==> src/rtl/ddfrs_pkg.sv <==
package ddfrs_pkg;

  localparam int QUEUE_DEPTH_DEF = 16;
  localparam int TAG_BITS_DEF    = 16;

  localparam int NQ        = 4;
  localparam int NOW_W     = 32;
  localparam int EXP_W     = 16;
  localparam int LIM_W     = 8;
  localparam int OUT_TAG_W = 16;
  localparam int PROD_W    = EXP_W + LIM_W;
  localparam int CFG_IDX_W = 3;
  localparam int CFG_DAT_W = 16;

  typedef enum logic [1:0] {
    CL_SR = 2'd0,
    CL_SW = 2'd1,
    CL_AR = 2'd2,
    CL_AW = 2'd3
  } qcls_t;

  typedef enum logic {
    OP_ENQ  = 1'b0,
    OP_DISP = 1'b1
  } op_t;

  localparam logic [CFG_IDX_W-1:0] REG_SR_EXPIRE = 3'd0;
  localparam logic [CFG_IDX_W-1:0] REG_SW_EXPIRE = 3'd1;
  localparam logic [CFG_IDX_W-1:0] REG_AR_EXPIRE = 3'd2;
  localparam logic [CFG_IDX_W-1:0] REG_AW_EXPIRE = 3'd3;
  localparam logic [CFG_IDX_W-1:0] REG_BATCH_LIM = 3'd4;
  localparam logic [CFG_IDX_W-1:0] REG_SLEEP_MUL = 3'd5;

  localparam logic [EXP_W-1:0] RST_SR_EXPIRE = 16'd25;
  localparam logic [EXP_W-1:0] RST_SW_EXPIRE = 16'd500;
  localparam logic [EXP_W-1:0] RST_AR_EXPIRE = 16'd100;
  localparam logic [EXP_W-1:0] RST_AW_EXPIRE = 16'd600;
  localparam logic [LIM_W-1:0] RST_BATCH_LIM = 8'd2;
  localparam logic [LIM_W-1:0] RST_SLEEP_MUL = 8'd50;
  localparam logic [LIM_W-1:0] BATCH_MAX     = 8'd255;

  localparam qcls_t ORDER_ON  [NQ] = '{CL_SR, CL_AR, CL_SW, CL_AW};
  localparam qcls_t ORDER_OFF [NQ] = '{CL_AR, CL_SR, CL_AW, CL_SW};

  typedef struct packed {
    logic push;
    logic pop;
  } qctl_t;

  typedef struct packed {
    logic empty;
    logic full;
  } qstat_t;

  typedef struct packed {
    logic                 accepted;
    logic                 dispatched;
    logic [OUT_TAG_W-1:0] tag;
    logic                 sync;
    logic                 write;
    logic                 expired;
  } rsp_t;

endpackage

==> src/rtl/ddfrs_if.sv <==
interface ddfrs_in_if;
  logic        valid;
  logic        ready;
  logic        opcode;
  logic [31:0] now;
  logic        display_on;
  logic        is_sync;
  logic        is_write;
  logic [15:0] request_tag;

  modport source (output valid, opcode, now, display_on, is_sync, is_write, request_tag,
                  input ready);
  modport sink (input valid, opcode, now, display_on, is_sync, is_write, request_tag,
                output ready);
endinterface

interface ddfrs_out_if;
  logic        valid;
  logic        ready;
  logic        accepted;
  logic        dispatched;
  logic [15:0] out_tag;
  logic        out_sync;
  logic        out_write;
  logic        out_expired;

  modport source (output valid, accepted, dispatched, out_tag, out_sync, out_write,
                  out_expired, input ready);
  modport sink (input valid, accepted, dispatched, out_tag, out_sync, out_write,
                out_expired, output ready);
endinterface

interface ddfrs_cfg_if;
  logic        valid;
  logic        ready;
  logic [2:0]  index;
  logic [15:0] data;

  modport source (output valid, index, data, input ready);
  modport sink (input valid, index, data, output ready);
endinterface

==> src/rtl/ddfrs_queue.sv <==
module ddfrs_queue
  import ddfrs_pkg::*;
#(
  parameter int DEPTH    = QUEUE_DEPTH_DEF,
  parameter int TAG_BITS = TAG_BITS_DEF
) (
  input  logic                clk,
  input  logic                rst_n,
  input  qctl_t               ctl,
  input  logic [TAG_BITS-1:0] push_tag,
  input  logic [NOW_W-1:0]    push_deadline,
  output qstat_t              stat,
  output logic [TAG_BITS-1:0] head_tag,
  output logic [NOW_W-1:0]    head_deadline
);

  localparam int PTR_W = $clog2(DEPTH);
  localparam int CNT_W = $clog2(DEPTH + 1);
  localparam int ENT_W = TAG_BITS + NOW_W;

  logic [ENT_W-1:0] mem [DEPTH];

  logic [PTR_W-1:0] head_r, head_nxt;
  logic [PTR_W-1:0] tail_r, tail_nxt;
  logic [CNT_W-1:0] cnt_r, cnt_nxt;
  logic [ENT_W-1:0] rd_r;
  logic [ENT_W-1:0] wdata, wdata_r;
  logic             byp_r;
  logic [ENT_W-1:0] head_ent;

  function automatic logic [PTR_W-1:0] next_slot(input logic [PTR_W-1:0] p);
    return (p == PTR_W'(DEPTH - 1)) ? '0 : p + 1'b1;
  endfunction

  assign wdata = {push_tag, push_deadline};

  always_comb begin
    head_nxt = head_r;
    tail_nxt = tail_r;
    cnt_nxt  = cnt_r;
    if (ctl.push) begin
      tail_nxt = next_slot(tail_r);
      cnt_nxt  = cnt_r + 1'b1;
    end else if (ctl.pop) begin
      head_nxt = next_slot(head_r);
      cnt_nxt  = cnt_r - 1'b1;
    end
  end

  always_ff @(posedge clk) begin
    if (!rst_n) begin
      head_r <= '0;
      tail_r <= '0;
      cnt_r  <= '0;
      byp_r  <= 1'b0;
    end else begin
      head_r <= head_nxt;
      tail_r <= tail_nxt;
      cnt_r  <= cnt_nxt;
      byp_r  <= ctl.push && (tail_r == head_nxt);
    end
  end

  // next head is prefetched; a write to that slot in the same cycle is bypassed
  always_ff @(posedge clk) begin
    if (ctl.push) begin
      mem[tail_r] <= wdata;
    end
    rd_r    <= mem[head_nxt];
    wdata_r <= wdata;
  end

  assign head_ent      = byp_r ? wdata_r : rd_r;
  assign head_tag      = head_ent[ENT_W-1:NOW_W];
  assign head_deadline = head_ent[NOW_W-1:0];
  assign stat.empty    = (cnt_r == '0);
  assign stat.full     = (cnt_r == CNT_W'(DEPTH));

endmodule

==> src/rtl/deadline_dual_fifo_request_scheduler_core.sv <==
// Deadline request scheduler with four request FIFOs (sync read, sync write, async read,
// async write). An enqueue request stamps its deadline as now plus the class expiry (times
// sleep_multiple while the display is off) and is rejected on a zero expiry or a full FIFO.
// A dispatch request, with the display on and the batch count at or above its limit,
// first takes the first expired head in sync read, async read, sync write, async write
// order; otherwise it takes a head by the display-dependent priority order.
// Every request returns exactly one result, in the cycle after it is taken. The block takes
// one request per clock; in_req.ready drops only while a result waits on out_rsp. Each FIFO
// keeps its head in a register prefetched from its entry memory at the same edge that pushes
// or pops, so head compare, pick and pointer update all finish in the request's own cycle.
module deadline_dual_fifo_request_scheduler_core
  import ddfrs_pkg::*;
#(
  parameter int QUEUE_DEPTH = QUEUE_DEPTH_DEF,
  parameter int TAG_BITS    = TAG_BITS_DEF
) (
  input  logic        clk,
  input  logic        rst_n,
  ddfrs_in_if.sink    in_req,
  ddfrs_out_if.source out_rsp,
  ddfrs_cfg_if.sink   cfg_wr
);

  logic [EXP_W-1:0]  expire_r [NQ];
  logic [LIM_W-1:0]  limit_r;
  logic [LIM_W-1:0]  sleep_r;
  logic [LIM_W-1:0]  batch_r, batch_nxt;
  logic              out_valid_r;
  rsp_t              rsp_r, rsp_nxt;

  qctl_t             q_ctl  [NQ];
  qstat_t            q_stat [NQ];
  logic [TAG_BITS-1:0] q_tag [NQ];
  logic [NOW_W-1:0]  q_dl   [NQ];
  logic [NQ-1:0]     q_exp;

  logic              acc;
  qcls_t             cls;
  logic [EXP_W-1:0]  exp_sel;
  logic [PROD_W-1:0] prod;
  logic [PROD_W-1:0] eff;
  logic [NOW_W-1:0]  deadline;
  logic [TAG_BITS-1:0] wtag;
  logic              enq_ok;
  logic              chk;

  assign acc          = in_req.valid && in_req.ready;
  assign in_req.ready = !out_valid_r || out_rsp.ready;
  assign cfg_wr.ready = 1'b1;

  assign cls      = qcls_t'({~in_req.is_sync, in_req.is_write});
  assign exp_sel  = expire_r[cls];
  assign prod     = PROD_W'(exp_sel) * PROD_W'(sleep_r);
  assign eff      = in_req.display_on ? PROD_W'(exp_sel) : prod;
  assign deadline = in_req.now + NOW_W'(eff);
  assign wtag     = TAG_BITS'(in_req.request_tag);
  assign enq_ok   = (eff != '0) && !q_stat[cls].full;
  assign chk      = in_req.display_on && (batch_r >= limit_r);

  for (genvar q = 0; q < NQ; q++) begin : g_q
    logic [NOW_W-1:0] diff;

    ddfrs_queue #(
      .DEPTH    (QUEUE_DEPTH),
      .TAG_BITS (TAG_BITS)
    ) u_queue (
      .clk           (clk),
      .rst_n         (rst_n),
      .ctl           (q_ctl[q]),
      .push_tag      (wtag),
      .push_deadline (deadline),
      .stat          (q_stat[q]),
      .head_tag      (q_tag[q]),
      .head_deadline (q_dl[q])
    );

    assign diff     = in_req.now - q_dl[q];
    assign q_exp[q] = !q_stat[q].empty && (diff != '0) && !diff[NOW_W-1];
  end

  always_comb begin
    logic             found;
    qcls_t            sel;
    logic [LIM_W-1:0] base;

    found     = 1'b0;
    sel       = CL_SR;
    base      = batch_r;
    rsp_nxt   = '0;
    batch_nxt = batch_r;
    for (int q = 0; q < NQ; q++) begin
      q_ctl[q] = '0;
    end

    if (in_req.opcode == OP_ENQ) begin
      if (enq_ok) begin
        q_ctl[cls].push  = acc;
        rsp_nxt.accepted = 1'b1;
      end
    end else begin
      if (chk) begin
        base = '0;
        for (int i = 0; i < NQ; i++) begin
          if (!found && q_exp[ORDER_ON[i]]) begin
            found           = 1'b1;
            sel             = ORDER_ON[i];
            rsp_nxt.expired = 1'b1;
          end
        end
      end
      batch_nxt = base;
      if (!found) begin
        batch_nxt = (base == BATCH_MAX) ? base : base + 1'b1;
        for (int i = 0; i < NQ; i++) begin
          if (in_req.display_on) begin
            if (!found && !q_stat[ORDER_ON[i]].empty) begin
              found = 1'b1;
              sel   = ORDER_ON[i];
            end
          end else begin
            if (!found && !q_stat[ORDER_OFF[i]].empty) begin
              found = 1'b1;
              sel   = ORDER_OFF[i];
            end
          end
        end
      end
      if (found) begin
        q_ctl[sel].pop     = acc;
        rsp_nxt.dispatched = 1'b1;
        rsp_nxt.tag        = OUT_TAG_W'(q_tag[sel]);
        rsp_nxt.sync       = (sel == CL_SR) || (sel == CL_SW);
        rsp_nxt.write      = (sel == CL_SW) || (sel == CL_AW);
      end
    end
  end

  always_ff @(posedge clk) begin
    if (!rst_n) begin
      expire_r[CL_SR] <= RST_SR_EXPIRE;
      expire_r[CL_SW] <= RST_SW_EXPIRE;
      expire_r[CL_AR] <= RST_AR_EXPIRE;
      expire_r[CL_AW] <= RST_AW_EXPIRE;
      limit_r         <= RST_BATCH_LIM;
      sleep_r         <= RST_SLEEP_MUL;
    end else if (cfg_wr.valid) begin
      case (cfg_wr.index)
        REG_SR_EXPIRE: expire_r[CL_SR] <= cfg_wr.data;
        REG_SW_EXPIRE: expire_r[CL_SW] <= cfg_wr.data;
        REG_AR_EXPIRE: expire_r[CL_AR] <= cfg_wr.data;
        REG_AW_EXPIRE: expire_r[CL_AW] <= cfg_wr.data;
        REG_BATCH_LIM: limit_r         <= cfg_wr.data[LIM_W-1:0];
        REG_SLEEP_MUL: sleep_r         <= cfg_wr.data[LIM_W-1:0];
        default: ;
      endcase
    end
  end

  always_ff @(posedge clk) begin
    if (!rst_n) begin
      batch_r     <= '0;
      out_valid_r <= 1'b0;
    end else begin
      if (acc) begin
        batch_r     <= batch_nxt;
        out_valid_r <= 1'b1;
      end else if (out_rsp.ready) begin
        out_valid_r <= 1'b0;
      end
    end
  end

  always_ff @(posedge clk) begin
    if (acc) begin
      rsp_r <= rsp_nxt;
    end
  end

  assign out_rsp.valid       = out_valid_r;
  assign out_rsp.accepted    = rsp_r.accepted;
  assign out_rsp.dispatched  = rsp_r.dispatched;
  assign out_rsp.out_tag     = rsp_r.tag;
  assign out_rsp.out_sync    = rsp_r.sync;
  assign out_rsp.out_write   = rsp_r.write;
  assign out_rsp.out_expired = rsp_r.expired;

endmodule

==> src/flat_wrapper.sv <==
// flat-port wrapper written by rule: the top's interface ports become plain ports
module deadline_dual_fifo_request_scheduler_core_flat import ddfrs_pkg::*;
#(
  parameter int QUEUE_DEPTH = QUEUE_DEPTH_DEF,
  parameter int TAG_BITS    = TAG_BITS_DEF
)
  (clk, rst_n, in_req_valid, in_req_opcode, in_req_now, in_req_display_on, in_req_is_sync, in_req_is_write, in_req_request_tag, in_req_ready, out_rsp_valid, out_rsp_accepted, out_rsp_dispatched, out_rsp_out_tag, out_rsp_out_sync, out_rsp_out_write, out_rsp_out_expired, out_rsp_ready, cfg_wr_valid, cfg_wr_index, cfg_wr_data, cfg_wr_ready);
  ddfrs_in_if in_req_i ();
  ddfrs_out_if out_rsp_i ();
  ddfrs_cfg_if cfg_wr_i ();
  input  logic clk;
  input  logic rst_n;
  input wire logic [$bits(in_req_i.valid)-1:0] in_req_valid;
  input wire logic [$bits(in_req_i.opcode)-1:0] in_req_opcode;
  input wire logic [$bits(in_req_i.now)-1:0] in_req_now;
  input wire logic [$bits(in_req_i.display_on)-1:0] in_req_display_on;
  input wire logic [$bits(in_req_i.is_sync)-1:0] in_req_is_sync;
  input wire logic [$bits(in_req_i.is_write)-1:0] in_req_is_write;
  input wire logic [$bits(in_req_i.request_tag)-1:0] in_req_request_tag;
  output wire logic [$bits(in_req_i.ready)-1:0] in_req_ready;
  output wire logic [$bits(out_rsp_i.valid)-1:0] out_rsp_valid;
  output wire logic [$bits(out_rsp_i.accepted)-1:0] out_rsp_accepted;
  output wire logic [$bits(out_rsp_i.dispatched)-1:0] out_rsp_dispatched;
  output wire logic [$bits(out_rsp_i.out_tag)-1:0] out_rsp_out_tag;
  output wire logic [$bits(out_rsp_i.out_sync)-1:0] out_rsp_out_sync;
  output wire logic [$bits(out_rsp_i.out_write)-1:0] out_rsp_out_write;
  output wire logic [$bits(out_rsp_i.out_expired)-1:0] out_rsp_out_expired;
  input wire logic [$bits(out_rsp_i.ready)-1:0] out_rsp_ready;
  input wire logic [$bits(cfg_wr_i.valid)-1:0] cfg_wr_valid;
  input wire logic [$bits(cfg_wr_i.index)-1:0] cfg_wr_index;
  input wire logic [$bits(cfg_wr_i.data)-1:0] cfg_wr_data;
  output wire logic [$bits(cfg_wr_i.ready)-1:0] cfg_wr_ready;
  assign in_req_i.valid = in_req_valid;
  assign in_req_i.opcode = in_req_opcode;
  assign in_req_i.now = in_req_now;
  assign in_req_i.display_on = in_req_display_on;
  assign in_req_i.is_sync = in_req_is_sync;
  assign in_req_i.is_write = in_req_is_write;
  assign in_req_i.request_tag = in_req_request_tag;
  assign in_req_ready = in_req_i.ready;
  assign out_rsp_valid = out_rsp_i.valid;
  assign out_rsp_accepted = out_rsp_i.accepted;
  assign out_rsp_dispatched = out_rsp_i.dispatched;
  assign out_rsp_out_tag = out_rsp_i.out_tag;
  assign out_rsp_out_sync = out_rsp_i.out_sync;
  assign out_rsp_out_write = out_rsp_i.out_write;
  assign out_rsp_out_expired = out_rsp_i.out_expired;
  assign out_rsp_i.ready = out_rsp_ready;
  assign cfg_wr_i.valid = cfg_wr_valid;
  assign cfg_wr_i.index = cfg_wr_index;
  assign cfg_wr_i.data = cfg_wr_data;
  assign cfg_wr_ready = cfg_wr_i.ready;
  deadline_dual_fifo_request_scheduler_core #(.QUEUE_DEPTH(QUEUE_DEPTH), .TAG_BITS(TAG_BITS)) u_core (.clk(clk), .rst_n(rst_n), .in_req(in_req_i), .out_rsp(out_rsp_i), .cfg_wr(cfg_wr_i));
endmodule
==> config.mk <==
export PLATFORM = sky130hd
export DESIGN_NAME = deadline_dual_fifo_request_scheduler_core_flat
export DESIGN_NICKNAME = d
export VERILOG_FILES = /design/src/rtl/ddfrs_pkg.sv /design/src/rtl/ddfrs_if.sv /design/src/rtl/ddfrs_queue.sv /design/src/rtl/deadline_dual_fifo_request_scheduler_core.sv /design/src/flat_wrapper.sv
export SDC_FILE = /design/constraint.sdc
export NUM_CORES = 2
export LEC_CHECK = 0
export ABC_CLOCK_PERIOD_IN_PS = 17350
export BUFFER_PORTS_ARGS = -buffer_cell sky130_fd_sc_hd__buf_4
export CAP_MARGIN = 20
export CORE_ASPECT_RATIO = 0.75
export CORE_MARGIN = 2
export CORE_UTILIZATION = 45
export CTS_CLUSTER_SIZE = 14
export DETAILED_ROUTE_END_ITERATION = 10
export PLACE_DENSITY = 0.6
export SLEW_MARGIN = 10
export SYNTH_ARGS = -nofsm -noshare
export SYNTH_HDL_FRONTEND = slang
export SYNTH_SLANG_ARGS = --single-unit
==> constraint.sdc <==
create_clock -name clk -period 17.35 [get_ports clk]
set_clock_uncertainty 0.1 [all_clocks]
set_input_delay 3.47 -clock clk [delete_from_list [all_inputs] [get_ports clk]]
set_output_delay 3.47 -clock clk [all_outputs]
set_load 0.01 [all_outputs]
==> impl_results.md <==
- Final Cycle Share: 69.0%
- Startpoint Class: input port
- WP data arrival: 12.48 ns
- Placer Congestion: 0.902
- Initial antenna violation count: 33
- Clk buf depth: 4
- Power per cell area: 165 nW/um^2
- FMAX: 83.5 MHz
- Critical setup path kind: in2reg
- Initial DRC Count: 10700
- Power, Total: 27.0 mW
- YS warnings: 0
- Clk sinks: 3478
- CTS tree: yes
- Critical Path RT: 17.85 ns
- Routed vias: 87600
- Sequential cell area fraction in the yosys report: 69.1%
- Area Growth Syn to Fin: 11.9%
- Worst rel slew slack: a little under a fifth
- RSZ-0062 raised after global routing: false
- Avg Cell Area, Syn: ~15 sq um
- Drt pass-1 iters: 6
- Post-synth EDFFs: 3157
- M3 GR Usage: 4.11%
- GR peak layer: met2
- CTS resizes: 0
- Die area: 330000 sq um
- Synth async-reset ratio: 0%
- Rows: 181
- Most used flip-flop cell after synthesis: edfxtp_1
- Clock transition at path regs: 0.06 ns
- Setup_tns: 0 ns
- Share of cells above drive strength 1: around 13%
- Final nets: 10200
- #FFs+latches synth: 3478
- IO buf count: 98
- CP Buf/Inv Count: 5
- Setup-failing EPs final: 0
- Gr usage total: 25.6%
- CTS Hold Buffers Added: 0
- M2 GR Usage: 38.9%
- Number of global-route vias before repair: 84200
- Critical path's most frequent cell: fa_1
- CP peak stage delay: 0.74 ns
- Library cells used by synthesis: 100
- Most common cell after layout, fill and taps aside: edfxtp_1
- Post-CTS Setup Bufs: 0
- Total congestion overflow: 0
- Synth Net Count: 10100
- Hpwl dp: about 250 mm
- Mapped Area: 146000 sq um
- Starting Density: between 40% and 50%
- CTS H-Tree Depth: 5
- GRT met1 Usage: 38.3%
- Most frequent cells in the layout: 3157 x edfxtp_1, 1266 x nand2_1, 605 x mux2i_1
- Min Tclk post-route: 11.98 ns
- Static leakage: 56.4 nW
- Status: finished, final reports clean
- Drt drc: 0
- Post-synthesis cell count: 9725
- Post-Route WL: 433 mm
- Worst Hold Class: reg2reg
- I/O Pins: 100
- Max Cap Viol: 0
- Crit-path max FO: 65
- Measured slew at the worst slew-check pin: 1.19 ns
- Slew Viols, Final: 0
- Post-route ant nets: 0
- Fin. Hold Viols: 0
- Routed WL per cell: 30.0 um
- First-pass GRT wire length: 614 mm
- Fill cells: 26800
- Worst path slowest cell: o41ai_1
- Via density: between 6 and 7
- CP top delay family: compound AO/OA/AOI/OAI gates
- Final std cells w/o fill: 14400
- CTS Buf Count: 342
- Critical Path Sink Type: register
- Clock Latency Late Sink: 0.92 ns
- Core box area: 324000 sq um
- Die Ht: about 500 um
- Root buf cell: clkbuf_16
- Post-Place Cells: 13800
- Die width: 663 um
- VDD IR max: approximately 0.43 mV
- Pin count of the biggest net entering global routing: 123
worst register-to-register path: cells and delay by family, from the launching register on:
family	cells	cell delay (ns)
simple gates	10	2.86
buf+inv	4	2.42
compound gates	5	1.92
mux	3	1.63
flops	1	0.61
fa+ha+maj	1	0.50
metal layers:
metal | routed length [um] | up-vias | part of all wire, %
met1 | 190000 | 45400 | 44
met3 | 36600 | 548 | 8.5
met5 | 62 | - | 0.014
met4 | 12600 | 8 | 2.9
li1 | - | 37700 | -
met2 | 193000 | 3960 | 45
report_power, final:
group	total, mW	switching [mW]	internal, mW
Combinational	8.34	5.90	2.44
Clock	7.26	3.17	4.09
Sequential	11.4	0.414	11.0
final cells by class:
type,instances,area (sq um),area share (%)
inverter,176,661,0.403
antenna,9,22.5,0.0137
timing repair buffer,288,2310,1.41
sequential,3478,101000,61.8
tap,4300,5380,3.28
clock buffer,464,9410,5.74
clock inverter,162,1430,0.875
multi-input combinational,5551,43400,26.5
cells by family after synthesis:
kind of cell,Yosys count,share of synthesized area (%)
xor+xnor,126,0.759
simple gates,2762,8.82
mux,1030,9.74
buf+inv,696,2.01
flops,3478,69.1
compound gates,1306,6.29
fa+ha+maj,326,3.26
other cells,1,0.00256
registers in the layout, indices dropped and copies added (netlist names):
register and flops:
u_core.g_q.u_queue.cnt_r 20, u_core.g_q.u_queue.head_r 16, u_core.g_q.u_queue.byp_r 4, u_core.out_rsp.valid 1, u_core.out_rsp.out_sync 1, u_core.limit_r 8
u_core.out_rsp.accepted 1, u_core.sleep_r 8, u_core.batch_r 8, u_core.g_q.u_queue.tail_r 16, u_core.out_rsp.out_expired 1, u_core.out_rsp.out_write 1
u_core.out_rsp.out_tag 16, u_core.g_q.u_queue.mem 3072, u_core.out_rsp.dispatched 1, u_core.g_q.u_queue.rd_r 192, u_core.expire_r 64, u_core.g_q.u_queue.wdata_r 48
final timing paths:
check | cells past startpoint | slack, ns | startpoint | to
max | 28 | 5.37 | in_req_is_write | u_core.g_q[3].u_queue.mem[0][29]
min | 2 | 0.37 | u_core.limit_r[5] | u_core.limit_r[5]
max reg2reg | 23 | 7.08 | u_core.g_q[3].u_queue.byp_r | u_core.g_q[0].u_queue.rd_r[14]
min reg2reg | 2 | 0.37 | u_core.limit_r[5] | u_core.limit_r[5]
cells in the mapped netlist (24+ instances only):
cell,n,area [sq um]
nor2b_1,65,407
mux2_2,81,912
xnor2_1,84,736
nor3_1,74,370
a21o_1,56,420
a21boi_0,28,210
a32oi_1,70,613
a32o_1,80,801
nor2_1,296,1110
ha_1,233,2920
fa_1,93,1860
dfxtp_1,321,6430
or2_2,24,150
buf_2,121,606
nand2_1,1268,4760
a211oi_1,24,180
a31oi_1,124,776
buf_4,31,233
nor4_1,29,181
nand3_1,404,2020
clkbuf_1,312,1170
o21ai_0,126,631
nand4_1,113,707
mux2i_1,616,6170
and2_1,190,1190
xor2_1,41,359
o211ai_1,110,826
o21a_1,38,285
a22oi_1,51,383
a22o_1,51,447
mux2_1,28,315
or3_1,87,544
inv_1,176,661
mux4_2,305,6870
edfxtp_1,3157,94800
o22ai_1,143,895
buf_1,47,176
nand2b_1,94,588
and3_1,38,238
a21oi_1,223,1120
stage by stage:
step	hold slack [ns]	instance area [sq um]	utilization [%]	setup WS, ns
2_1_floorplan	0.343	146000	-	2.90
3_3_place_gp	0.358	153000	47.2	4.39
3_5_place_dp	0.361	153000	47.2	4.48
4_1_cts	0.369	164000	50.5	5.38
5_1_grt	0.399	164000	50.6	4.82
6_report	0.365	164000	50.6	5.37
Power figures use the tool's default switching activity.
